File: config.mk
export PLATFORM = sky130hd
export DESIGN_NAME = json_string_unescape_utf8_core
export DESIGN_NICKNAME = d
export VERILOG_FILES = /design/src/rtl/jsu_pkg.sv /design/src/rtl/jsu_decode.sv /design/src/rtl/json_string_unescape_utf8_core.sv
export VERILOG_INCLUDE_DIRS = /design/src /design/src/rtl
export SDC_FILE = /design/constraint.sdc
export NUM_CORES = 1
export LEC_CHECK = 0
export ABC_CLOCK_PERIOD_IN_PS = 12300
export BUFFER_PORTS_ARGS = -buffer_cell sky130_fd_sc_hd__buf_2
export CAP_MARGIN = 20
export CORE_AREA = 2 2 198 161
export CTS_BUF_LIST = sky130_fd_sc_hd__clkbuf_8 sky130_fd_sc_hd__clkbuf_16
export DETAILED_ROUTE_END_ITERATION = 6
export DIE_AREA = 0 0 200 163
export SETUP_SLACK_MARGIN = 0.4
export SLEW_MARGIN = 15
export SYNTH_ARGS = -nofsm -noshare
export SYNTH_HDL_FRONTEND = slang
export SYNTH_SLANG_ARGS = --single-unit
File: constraint.sdc
create_clock -name clk -period 12.3 [get_ports clk]
set_input_delay 2.46 -clock clk [delete_from_list [all_inputs] [get_ports clk]]
set_output_delay 2.46 -clock clk [all_outputs]
set_load 0.01 [all_outputs]
File: src/rtl/assert_macros.svh
// Assertion macros for the JSON string unescaper.
// The including module must provide clk and rst_n (synchronous, active low).
`ifndef ASSERT_MACROS_SVH
`define ASSERT_MACROS_SVH

// Same-cycle implication, checked at every rising edge out of reset.
`define JSU_ASSERT_NOW(label, ante, cons, msg) \
  label: assert property (@(posedge clk) disable iff (!rst_n) (ante) |-> (cons)) \
    else $error(msg);

// Next-cycle implication, checked at every rising edge out of reset.
`define JSU_ASSERT_NEXT(label, ante, cons, msg) \
  label: assert property (@(posedge clk) disable iff (!rst_n) (ante) |=> (cons)) \
    else $error(msg);

`endif

File: src/rtl/jsu_pkg.sv
// Shared types and constants of the JSON string unescaper.
// Used by jsu_decode and json_string_unescape_utf8_core; no dependencies.
`default_nettype none

package jsu_pkg;

  localparam int unsigned BURST_MAX = 6;
  localparam logic [7:0]  LIMIT_RESET = 8'd63;

  localparam logic [15:0] SUR_HI_MIN = 16'hD800;
  localparam logic [15:0] SUR_HI_MAX = 16'hDBFF;
  localparam logic [15:0] SUR_LO_MIN = 16'hDC00;
  localparam logic [15:0] SUR_LO_MAX = 16'hDFFF;
  localparam logic [20:0] PAIR_BASE  = 21'h10000;
  localparam logic [20:0] REPL_CP    = 21'h00FFFD;

  typedef enum logic [6:0] {
    M_NORMAL  = 7'b0000001,
    M_ESC     = 7'b0000010,
    M_HEX     = 7'b0000100,
    M_WAIT_BS = 7'b0001000,
    M_WAIT_U  = 7'b0010000,
    M_LOW     = 7'b0100000,
    M_LOW_BAD = 7'b1000000
  } mode_t;

  typedef enum logic [1:0] {
    ST_OK     = 2'd0,
    ST_TRUNC  = 2'd1,
    ST_BADHEX = 2'd2
  } status_t;

  typedef struct packed {
    mode_t       mode;
    logic [2:0]  hex_cnt;
    logic [15:0] high_code;
    logic [15:0] low_code;
    logic [7:0]  written;
    logic        stopped;
    status_t     status;
  } jsu_state_t;

  // Results of one request, oldest byte at index 0.
  typedef struct packed {
    logic [BURST_MAX-1:0][7:0] data;
    logic [2:0]                len;
    logic                      fin;
    status_t                   status_mid;
    status_t                   status_end;
    logic [7:0]                base;
  } burst_t;

  localparam jsu_state_t ST_RESET = '{
    mode:      M_NORMAL,
    hex_cnt:   3'd0,
    high_code: 16'h0000,
    low_code:  16'h0000,
    written:   8'd0,
    stopped:   1'b0,
    status:    ST_OK
  };

endpackage

`default_nettype wire

File: src/rtl/jsu_decode.sv
// Per-byte decode step: escape state machine, UTF-8 encoding and output limit.
// Combinational; depends on jsu_pkg.
`default_nettype none

module jsu_decode (
  input  jsu_pkg::jsu_state_t st,
  input  logic [7:0]          din,
  input  logic                fin,
  input  logic [7:0]          limit,
  output jsu_pkg::jsu_state_t st_nxt,
  output jsu_pkg::burst_t     burst
);
  import jsu_pkg::*;

  localparam logic [7:0] CH_BSLASH = 8'h5C;
  localparam logic [7:0] CH_U      = 8'h75;
  localparam logic [7:0] CH_N      = 8'h6E;
  localparam logic [7:0] CH_T      = 8'h74;
  localparam logic [7:0] CH_R      = 8'h72;
  localparam logic [7:0] CH_LF     = 8'h0A;
  localparam logic [7:0] CH_TAB    = 8'h09;
  localparam logic [7:0] CH_CR     = 8'h0D;
  localparam logic [7:0] CH_NUL    = 8'h00;
  localparam logic [7:0] CH_DIG0   = 8'h30;
  localparam logic [7:0] CH_DIG9   = 8'h39;
  localparam logic [7:0] CH_LA     = 8'h61;
  localparam logic [7:0] CH_LF_HEX = 8'h66;
  localparam logic [7:0] CH_UA     = 8'h41;
  localparam logic [7:0] CH_UF     = 8'h46;

  typedef struct packed {
    logic       ok;
    logic [3:0] val;
  } hex_t;

  typedef struct packed {
    logic [2:0]      len;
    logic [3:0][7:0] b;
  } utf8_t;

  function automatic hex_t hex_val(input logic [7:0] c);
    hex_t r;
    r.ok  = 1'b1;
    r.val = c[3:0];
    if (c >= CH_DIG0 && c <= CH_DIG9) begin
      r.val = c[3:0];
    end else if ((c >= CH_LA && c <= CH_LF_HEX) || (c >= CH_UA && c <= CH_UF)) begin
      r.val = c[3:0] + 4'd9;
    end else begin
      r.ok = 1'b0;
    end
    return r;
  endfunction

  function automatic logic [7:0] esc_map(input logic [7:0] c);
    logic [7:0] r;
    r = c;
    if (c == CH_N) begin
      r = CH_LF;
    end else if (c == CH_T) begin
      r = CH_TAB;
    end else if (c == CH_R) begin
      r = CH_CR;
    end
    return r;
  endfunction

  function automatic utf8_t utf8_enc(input logic [20:0] cp);
    utf8_t r;
    r.b = '0;
    if (cp < 21'h80) begin
      r.len  = 3'd1;
      r.b[0] = cp[7:0];
    end else if (cp < 21'h800) begin
      r.len  = 3'd2;
      r.b[0] = {3'b110, cp[10:6]};
      r.b[1] = {2'b10, cp[5:0]};
    end else if (cp < 21'h10000) begin
      r.len  = 3'd3;
      r.b[0] = {4'b1110, cp[15:12]};
      r.b[1] = {2'b10, cp[11:6]};
      r.b[2] = {2'b10, cp[5:0]};
    end else begin
      r.len  = 3'd4;
      r.b[0] = {5'b11110, cp[20:18]};
      r.b[1] = {2'b10, cp[17:12]};
      r.b[2] = {2'b10, cp[11:6]};
      r.b[3] = {2'b10, cp[5:0]};
    end
    return r;
  endfunction

  function automatic utf8_t raw_enc(input logic [7:0] c);
    utf8_t r;
    r.b    = '0;
    r.len  = 3'd1;
    r.b[0] = c;
    return r;
  endfunction

  hex_t       hx;
  logic [15:0] high_sh, low_sh;
  logic [2:0]  cnt_inc;
  logic        last_digit;
  logic [20:0] pair_cp;
  logic [7:0]  room, rem1, written_end;

  jsu_state_t nx;
  logic        use1, raw1, use2, raw2, chk;
  logic [7:0]  byte1, byte2;
  logic [20:0] cp1, cp2;
  logic        trunc0, stop0, bad0, bad2;
  utf8_t       s1, s2;
  logic [2:0]  n1_req, n2_req, e1, e2;
  logic        chk_fail, trunc, bad;
  status_t     status_end;

  assign hx         = hex_val(din);
  assign high_sh    = {st.high_code[11:0], hx.val};
  assign low_sh     = {st.low_code[11:0], hx.val};
  assign cnt_inc    = st.hex_cnt + 3'd1;
  assign last_digit = cnt_inc >= 3'd4;
  assign pair_cp    = PAIR_BASE + {1'b0, st.high_code[9:0], low_sh[9:0]};
  assign room       = (st.written >= limit) ? 8'd0 : limit - st.written;

  // Escape state machine: pick up to two characters to write.
  always_comb begin
    nx     = st;
    use1   = 1'b0;
    raw1   = 1'b0;
    byte1  = din;
    cp1    = '0;
    use2   = 1'b0;
    raw2   = 1'b0;
    byte2  = din;
    cp2    = '0;
    chk    = 1'b0;
    trunc0 = 1'b0;
    stop0  = 1'b0;
    bad0   = 1'b0;
    bad2   = 1'b0;
    if (!st.stopped) begin
      case (st.mode)
        M_NORMAL: begin
          if (room == 8'd0) begin
            stop0  = 1'b1;
            trunc0 = 1'b1;
          end else if (din == CH_BSLASH && !fin) begin
            nx.mode = M_ESC;
          end else begin
            use1 = 1'b1;
            raw1 = 1'b1;
          end
        end
        M_ESC: begin
          if (din == CH_U) begin
            nx.high_code = '0;
            nx.hex_cnt   = '0;
            if (fin) begin
              use1    = 1'b1;
              raw1    = 1'b1;
              byte1   = CH_NUL;
              nx.mode = M_NORMAL;
            end else begin
              nx.mode = M_HEX;
            end
          end else begin
            use1    = 1'b1;
            raw1    = 1'b1;
            byte1   = esc_map(din);
            nx.mode = M_NORMAL;
          end
        end
        M_HEX: begin
          if (!hx.ok) begin
            bad0    = 1'b1;
            nx.mode = M_NORMAL;
          end else begin
            nx.high_code = high_sh;
            nx.hex_cnt   = cnt_inc;
            if (last_digit || fin) begin
              if (high_sh >= SUR_HI_MIN && high_sh <= SUR_HI_MAX && !fin) begin
                nx.mode = M_WAIT_BS;
              end else begin
                use1    = 1'b1;
                cp1     = (high_sh >= SUR_HI_MIN && high_sh <= SUR_LO_MAX) ?
                          REPL_CP : {5'b0, high_sh};
                nx.mode = M_NORMAL;
              end
            end
          end
        end
        M_WAIT_BS: begin
          if (din == CH_BSLASH && !fin) begin
            nx.mode = M_WAIT_U;
          end else begin
            use1    = 1'b1;
            cp1     = REPL_CP;
            nx.mode = M_NORMAL;
            chk     = 1'b1;
            use2    = 1'b1;
            raw2    = 1'b1;
          end
        end
        M_WAIT_U: begin
          if (din == CH_U && !fin) begin
            nx.mode     = M_LOW;
            nx.low_code = '0;
            nx.hex_cnt  = '0;
          end else begin
            use1    = 1'b1;
            cp1     = REPL_CP;
            nx.mode = M_NORMAL;
            chk     = 1'b1;
            use2    = 1'b1;
            raw2    = 1'b1;
            // a cut \u right at the end decodes to U+0000
            byte2   = (din == CH_U) ? CH_NUL : esc_map(din);
          end
        end
        M_LOW: begin
          nx.hex_cnt = cnt_inc;
          if (!hx.ok) begin
            nx.mode = M_LOW_BAD;
          end else begin
            nx.low_code = low_sh;
          end
          if (last_digit) begin
            use1    = 1'b1;
            cp1     = (hx.ok && low_sh >= SUR_LO_MIN && low_sh <= SUR_LO_MAX) ?
                      pair_cp : REPL_CP;
            nx.mode = M_NORMAL;
          end else if (fin) begin
            use1    = 1'b1;
            cp1     = REPL_CP;
            nx.mode = M_NORMAL;
            chk     = 1'b1;
            if (!hx.ok) begin
              bad2 = 1'b1;
            end else begin
              use2 = 1'b1;
              cp2  = {5'b0, low_sh};
            end
          end
        end
        M_LOW_BAD: begin
          nx.hex_cnt = cnt_inc;
          if (last_digit) begin
            use1    = 1'b1;
            cp1     = REPL_CP;
            nx.mode = M_NORMAL;
          end else if (fin) begin
            use1    = 1'b1;
            cp1     = REPL_CP;
            nx.mode = M_NORMAL;
            chk     = 1'b1;
            bad2    = 1'b1;
          end
        end
        default: begin
          nx.mode = M_NORMAL;
        end
      endcase
    end
  end

  // Apply the output limit: bytes past it drop, a character may be cut.
  always_comb begin
    s1     = raw1 ? raw_enc(byte1) : utf8_enc(cp1);
    s2     = raw2 ? raw_enc(byte2) : utf8_enc(cp2);
    n1_req = use1 ? s1.len : 3'd0;
    e1     = ({5'b0, n1_req} > room) ? room[2:0] : n1_req;
    rem1   = room - {5'b0, e1};
    chk_fail = chk && (rem1 == 8'd0);
    n2_req = (use2 && !chk_fail) ? s2.len : 3'd0;
    e2     = ({5'b0, n2_req} > rem1) ? rem1[2:0] : n2_req;
    bad    = bad0 || (bad2 && !chk_fail);
    trunc  = trunc0 || ({5'b0, n1_req} > room) || chk_fail || ({5'b0, n2_req} > rem1);
    written_end = st.written + {5'b0, e1} + {5'b0, e2};

    status_end = st.status;
    if (trunc && st.status == ST_OK) begin
      status_end = ST_TRUNC;
    end
    if (bad) begin
      status_end = ST_BADHEX;
    end
  end

  always_comb begin
    jsu_state_t upd;
    upd         = nx;
    upd.status  = status_end;
    upd.written = written_end;
    upd.stopped = st.stopped || stop0 || chk_fail || bad;
    if (bad) begin
      upd.mode = M_NORMAL;
    end
    // a final byte returns all per-string state to reset
    st_nxt = fin ? ST_RESET : upd;
  end

  always_comb begin
    burst.data = '0;
    for (int k = 0; k < 4; k++) begin
      burst.data[k] = s1.b[k];
    end
    // a second character only follows a complete replacement character
    if (e2 != 3'd0) begin
      for (int k = 0; k < 3; k++) begin
        burst.data[k + 3] = s2.b[k];
      end
    end
    burst.len = e1 + e2;
    if (burst.len == 3'd0) begin
      burst.data = '0;
    end
    burst.fin        = fin;
    burst.status_mid = st.status;
    burst.status_end = status_end;
    burst.base       = st.written;
  end

endmodule

`default_nettype wire

File: src/rtl/json_string_unescape_utf8_core.sv
// JSON string unescaper producing UTF-8 bytes, one raw content byte per request.
// An input register feeds one decode step (jsu_decode) whose results land in a
// six-byte result buffer that drains one result per cycle while out_ready is
// high, so plain text streams at one byte per cycle unless the output stalls; a
// request that yields several results (a \u escape: up to four bytes, six when a
// replacement character precedes a cut escape) holds the input while the result
// buffer drains. A result passes through the input register and the result
// buffer before it appears at the output. Depends on jsu_pkg, jsu_decode and
// assert_macros.svh.
`default_nettype none
`include "assert_macros.svh"

module json_string_unescape_utf8_core (
  input  logic       clk,
  input  logic       rst_n,
  input  logic       in_valid,
  output logic       in_ready,
  input  logic [7:0] in_byte,
  input  logic       in_is_final,
  output logic       out_valid,
  input  logic       out_ready,
  output logic [7:0] out_byte,
  output logic       out_byte_valid,
  output logic       out_end_of_text,
  output logic [1:0] out_status,
  output logic [7:0] out_written_count,
  input  logic       cfg_valid,
  output logic       cfg_ready,
  input  logic [7:0] cfg_output_limit
);
  import jsu_pkg::*;

  logic [7:0] limit_r;
  logic       in_vld_r;
  logic [7:0] in_byte_r;
  logic       in_fin_r;
  jsu_state_t st_r;
  jsu_state_t dec_st;
  burst_t     burst;

  logic [2:0]                rem_r, rem_nxt;
  logic                      marker_r;
  logic                      fin_r;
  logic [BURST_MAX-1:0][7:0] data_r;
  logic [7:0]                cnt_r;
  status_t                   status_mid_r;
  status_t                   status_end_r;

  logic fire, pop, last, in_take;

  jsu_decode u_dec (
    .st     (st_r),
    .din    (in_byte_r),
    .fin    (in_fin_r),
    .limit  (limit_r),
    .st_nxt (dec_st),
    .burst  (burst)
  );

  assign cfg_ready = 1'b1;
  assign last      = rem_r == 3'd1;
  assign out_valid = rem_r != 3'd0;
  assign pop       = out_valid && out_ready;
  // decode when the result buffer is empty or its last result leaves now
  assign fire      = in_vld_r && (rem_r == 3'd0 || (last && out_ready));
  assign in_ready  = !in_vld_r || fire;
  assign in_take   = in_valid && in_ready;

  always_comb begin
    rem_nxt = rem_r;
    if (fire) begin
      if (burst.len != 3'd0) begin
        rem_nxt = burst.len;
      end else begin
        rem_nxt = burst.fin ? 3'd1 : 3'd0;
      end
    end else if (pop) begin
      rem_nxt = rem_r - 3'd1;
    end
  end

  always_ff @(posedge clk) begin
    if (!rst_n) begin
      limit_r  <= LIMIT_RESET;
      in_vld_r <= 1'b0;
      st_r     <= ST_RESET;
      rem_r    <= 3'd0;
    end else begin
      if (cfg_valid && cfg_ready) begin
        limit_r <= cfg_output_limit;
      end
      if (in_take) begin
        in_vld_r <= 1'b1;
      end else if (fire) begin
        in_vld_r <= 1'b0;
      end
      if (fire) begin
        st_r <= dec_st;
      end
      rem_r <= rem_nxt;
    end
  end

  always_ff @(posedge clk) begin
    if (in_take) begin
      in_byte_r <= in_byte;
      in_fin_r  <= in_is_final;
    end
    if (fire) begin
      data_r       <= burst.data;
      marker_r     <= burst.len == 3'd0;
      fin_r        <= burst.fin;
      cnt_r        <= (burst.len == 3'd0) ? burst.base : burst.base + 8'd1;
      status_mid_r <= burst.status_mid;
      status_end_r <= burst.status_end;
    end else if (pop) begin
      // advance to the next byte of the burst
      data_r <= data_r >> 8;
      cnt_r  <= cnt_r + 8'd1;
    end
  end

  assign out_byte          = data_r[0];
  assign out_byte_valid    = !marker_r;
  assign out_end_of_text   = fin_r && last;
  assign out_status        = (fin_r && last) ? status_end_r : status_mid_r;
  assign out_written_count = cnt_r;

  `JSU_ASSERT_NOW(a_stop_normal, st_r.stopped, st_r.mode == M_NORMAL, "stopped outside normal mode")
  `JSU_ASSERT_NOW(a_marker_alone, out_valid && marker_r, last && fin_r, "end marker not alone")
  `JSU_ASSERT_NEXT(a_count_step, pop && (rem_r > 3'd1),
                   out_written_count == 8'($past(out_written_count) + 8'd1),
                   "written count did not advance within a burst")

endmodule

`default_nettype wire
==> results.cfg <==
[run_status]
status = finished, final reports clean

[power_and_ir_drop]
p_per_area_nw_per_um2 = 157
max-vdd-ir-drop_mv = 0.170
leakage_nw = 3.65

[route]
detail_route.iter0.violations = 975
routed-via-count = 8602
drt_pre_antenna_iters = 6
via_per_inst = 5.58
max_used_layer = met4
final_antenna_net_count = 0
avgRoutedWirePerCell_um = 18.7
wl_met2_mm = 11.1
wirelength_met1_mm = 14.2
met3_length_mm = 3.03
route.detailed.drc = 0
aggregate_routed_wire_length_mm = 28.8

[timing]
worst_slew_margin_rel_pct = 29.9
finalHoldWorstSlack_ns = 0.489
maxClockFrequency_mhz = 90.2
setup-violations-final = 0
rsz0062_at_grt = false
finalMaxSlewViolations = 0
min_period_over_period_pct = 90.2
setup_total_negative_slack_ns = 0
fin_skew_ns = 0.0121
hold_viol = 0
layout_min_cycle_time_ns = 11.09
tightestPinTransition_ns = 1.05

[clocking]
tritoncts_num_sinks = 126
tritoncts = built
clk_transition_reported_paths_ns = 0.06
cts_inserted_buffers = 17
worst_skew_pair.late_latency_ns = 0.43
htree_num_levels = 4
cts_hold_buf = 0
root_buffer = clkbuf_16
max-clock-path-buffers = 2

[synth]
netlist_top_cells_count = nand2_1, o21ai_0, a21oi_1
dominant_cells_by_area_after_synthesis = edfxtp_1, dfxtp_1, nand2_1, o21ai_0, a21oi_1
ys_seq_elements = 126
synthesis.instances = 1114
synth_simple_gate_area_share_pct = 24.1
synth.cell_area_um2 = 9350
synth_edf_count = 69
postSynth.topFlopCell = edfxtp_1
synth_xor_xnor_area_share_pct = 2.90
muxShareOfSynthArea_pct = 2.52
post_synthesis_cell_type_count = 94
yosys.area_share.adder_pct = 5.41
yosys.area.top_type_share_pct = 22.2
average_cell_area_after_synthesis_um2 = 8.39
synthArstFlopShare_pct = 0
synth_most_common_cell = nand2_1
syn-num-nets = 1174
seq_area_frac_synth_pct = 34.4
yosys_warnings = 0
synth_largest_area_cell = edfxtp_1
dominant_combinational_cell_family_by_area_after_synthesis = compound AO/OA/AOI/OAI gates
complex_gate_fraction_of_the_synthesized_area_pct = 25.3

[worst_setup_path]
crit_type = reg -> reg
slowest_delay_ns = 0.69
cp.required_ns = 12.48
cp_capture_point = data_r[26]$_DFFE_PP_
rr_startpoint = in_byte_r[0]$_DFFE_PP_
cpMaxStageDelayCell = nor2_1
worst_setup_path_end_kind = flop
rr_worst_depth = 37
critPathLaunch = in_byte_r[0]$_DFFE_PP_
crit-reg2reg-capture = data_r[26]$_DFFE_PP_
critPathMostFrequentCell = ha_1
reg2reg_setup_slack_ns = 1.21
crit_path_max_fanout = 19
arrival_ns = 11.27
crit_path_start_kind = flop

[job]
cap_viol_max_count = 0

[floorplanning]
ioPinCount = 45
core_region_area_um2 = 30800
fp.dieH_um = 163
fp.dieW_um = 200
fp.dieArea_um2 = 32600
initial_utilization_pct = 30.3
core.rowCount = 58

[worst_hold_path]
holdCritPathClass = reg -> reg

[global_route]
grt-ovfl-total = 0
maximum_number_of_pins_on_one_net_before_global_route_repair = 67
first_pass_grt_wire_length_mm = 44.9
globalRouteTotalUtil_pct = 18.0
first_global_vias = 7831
grt_antenna_before_repair = 0

[placed_design]
gpl.final_weighted_congestion = 0.963
hpwl_mm = 21.2
io_buffers = 43

[finish]
finalNetCount = 1169
post_route_cells_drive_above_1_share_pct = 11.9
antenna_cells_inserted = 0
area.growth.synth_to_final_pct = 11.3
layout.filler_cells = 3240
==> kinds of logic after synthesis <==
kind of cell / Yosys count
flops: 126
compound gates: 346
mux: 23
buf+inv: 116
other cells: 1
simple gates: 433
fa+ha+maj: 38
xor+xnor: 31
==> registers in the layout, indices dropped and copies added (netlist names) <==
register           count
st_r                  45
data_r                38
in_byte_r              8
limit_r                8
out_byte               8
out_written_count      8
rem_r                  3
status_end_r           2
status_mid_r           2
fin_r                  1
in_fin_r               1
in_vld_r               1
marker_r               1
==> metrics by stage <==
| step | area, µm² | instances | worst slack (ns) | total power (W) | utilization (%) |
|---|---|---|---|---|---|
| 2_1_floorplan | 9350 | 1114 | 2.99 | 0.00100 | - |
| 3_3_place_gp | 9830 | 1510 | 1.60 | 0.00114 | 31.9 |
| 3_5_place_dp | 9830 | 1510 | 1.11 | 0.00114 | 31.9 |
| 4_1_cts | 10400 | 1542 | 1.07 | 0.00164 | 33.7 |
| 5_1_grt | 10400 | 1542 | 0.436 | 0.00173 | 33.7 |
| 6_report | 10400 | 1542 | 1.21 | 0.00163 | 33.7 |
==> cells in the final DEF, fill, tap and decap left out, drive strengths merged, types with 10 or more instances in the layout <==
cell type,synthesis,final
nand2,141,141
o21ai,94,94
a21oi,86,86
edfxtp,69,69
nor2,67,67
dfxtp,57,57
buf,27,56
nor3,43,43
nand3,38,38
inv,35,36
ha,34,34
nor4,23,23
nor2b,22,22
xnor2,21,21
a31oi,21,21
o211ai,20,20
mux2i,19,19
clkbuf,53,17
a21boi,17,17
and2,16,16
and3,14,14
or3,14,14
nand2b,13,13
o21a,13,13
o31ai,13,13
xor2,10,10
clkinv,1,10
==> timing repair <==
action / 4_1_cts / 5_1_grt
setup endpoints to repair: 0 / 15
resized for setup: 0 / 1
buffers inserted: 0 / 0
==> worst min path at each step <==
stage                                        from                         to  slack [ns]  cells past startpoint
after global routing         st_r[0]$_SDFFE_PN0P_  status_mid_r[0]$_DFFE_PP_        0.50                      0
after CTS                    st_r[0]$_SDFFE_PN0P_  status_mid_r[0]$_DFFE_PP_        0.49                      0
after global placement    limit_r[5]$_SDFFE_PN1P_    limit_r[5]$_SDFFE_PN1P_        0.47                      2
after detailed placement  limit_r[4]$_SDFFE_PN1P_    limit_r[4]$_SDFFE_PN1P_        0.48                      2
after floorplan              st_r[0]$_SDFFE_PN0P_  status_mid_r[0]$_DFFE_PP_        0.43                      0
final                     limit_r[4]$_SDFFE_PN1P_    limit_r[4]$_SDFFE_PN1P_        0.49                      2
==> per-layer routing <==
layer	vias to the layer above	GRT usage [%]
met2	362	23.0
met5	-	0
met4	0	5.08
met3	29	6.50
li1	4105	-
met1	4106	27.4
==> critical path: cells and delay by family, from the launching register on <==
family          cells  cell delay (ns)
fa+ha+maj           7             1.86
flops               1             0.55
mux                 1             0.40
simple gates       16             4.57
buf+inv             2             0.26
compound gates     11             3.18
==> cell type report <==
cell class | instances | area [µm²] | share of cell area (%)
Timing Repair Buffer | 56 | 313 | 3.01
Sequential cell | 126 | 3210 | 30.9
Clock inverter | 15 | 148 | 1.42
Inverter | 36 | 135 | 1.30
Tap cell | 420 | 526 | 5.05
Clock buffer | 17 | 425 | 4.09
Multi-Input combinational cell | 872 | 5640 | 54.3
==> where the power goes <==
part	internal [W]	switching, W	total [W]	leakage [nW]
clock	0.000296	0.000196	0.000492	0.272
sequential	0.000588	0.0000565	0.000645	1.14
combinational	0.000172	0.000322	0.000494	2.24
Note: power is estimated with default switching activity, not from simulation.
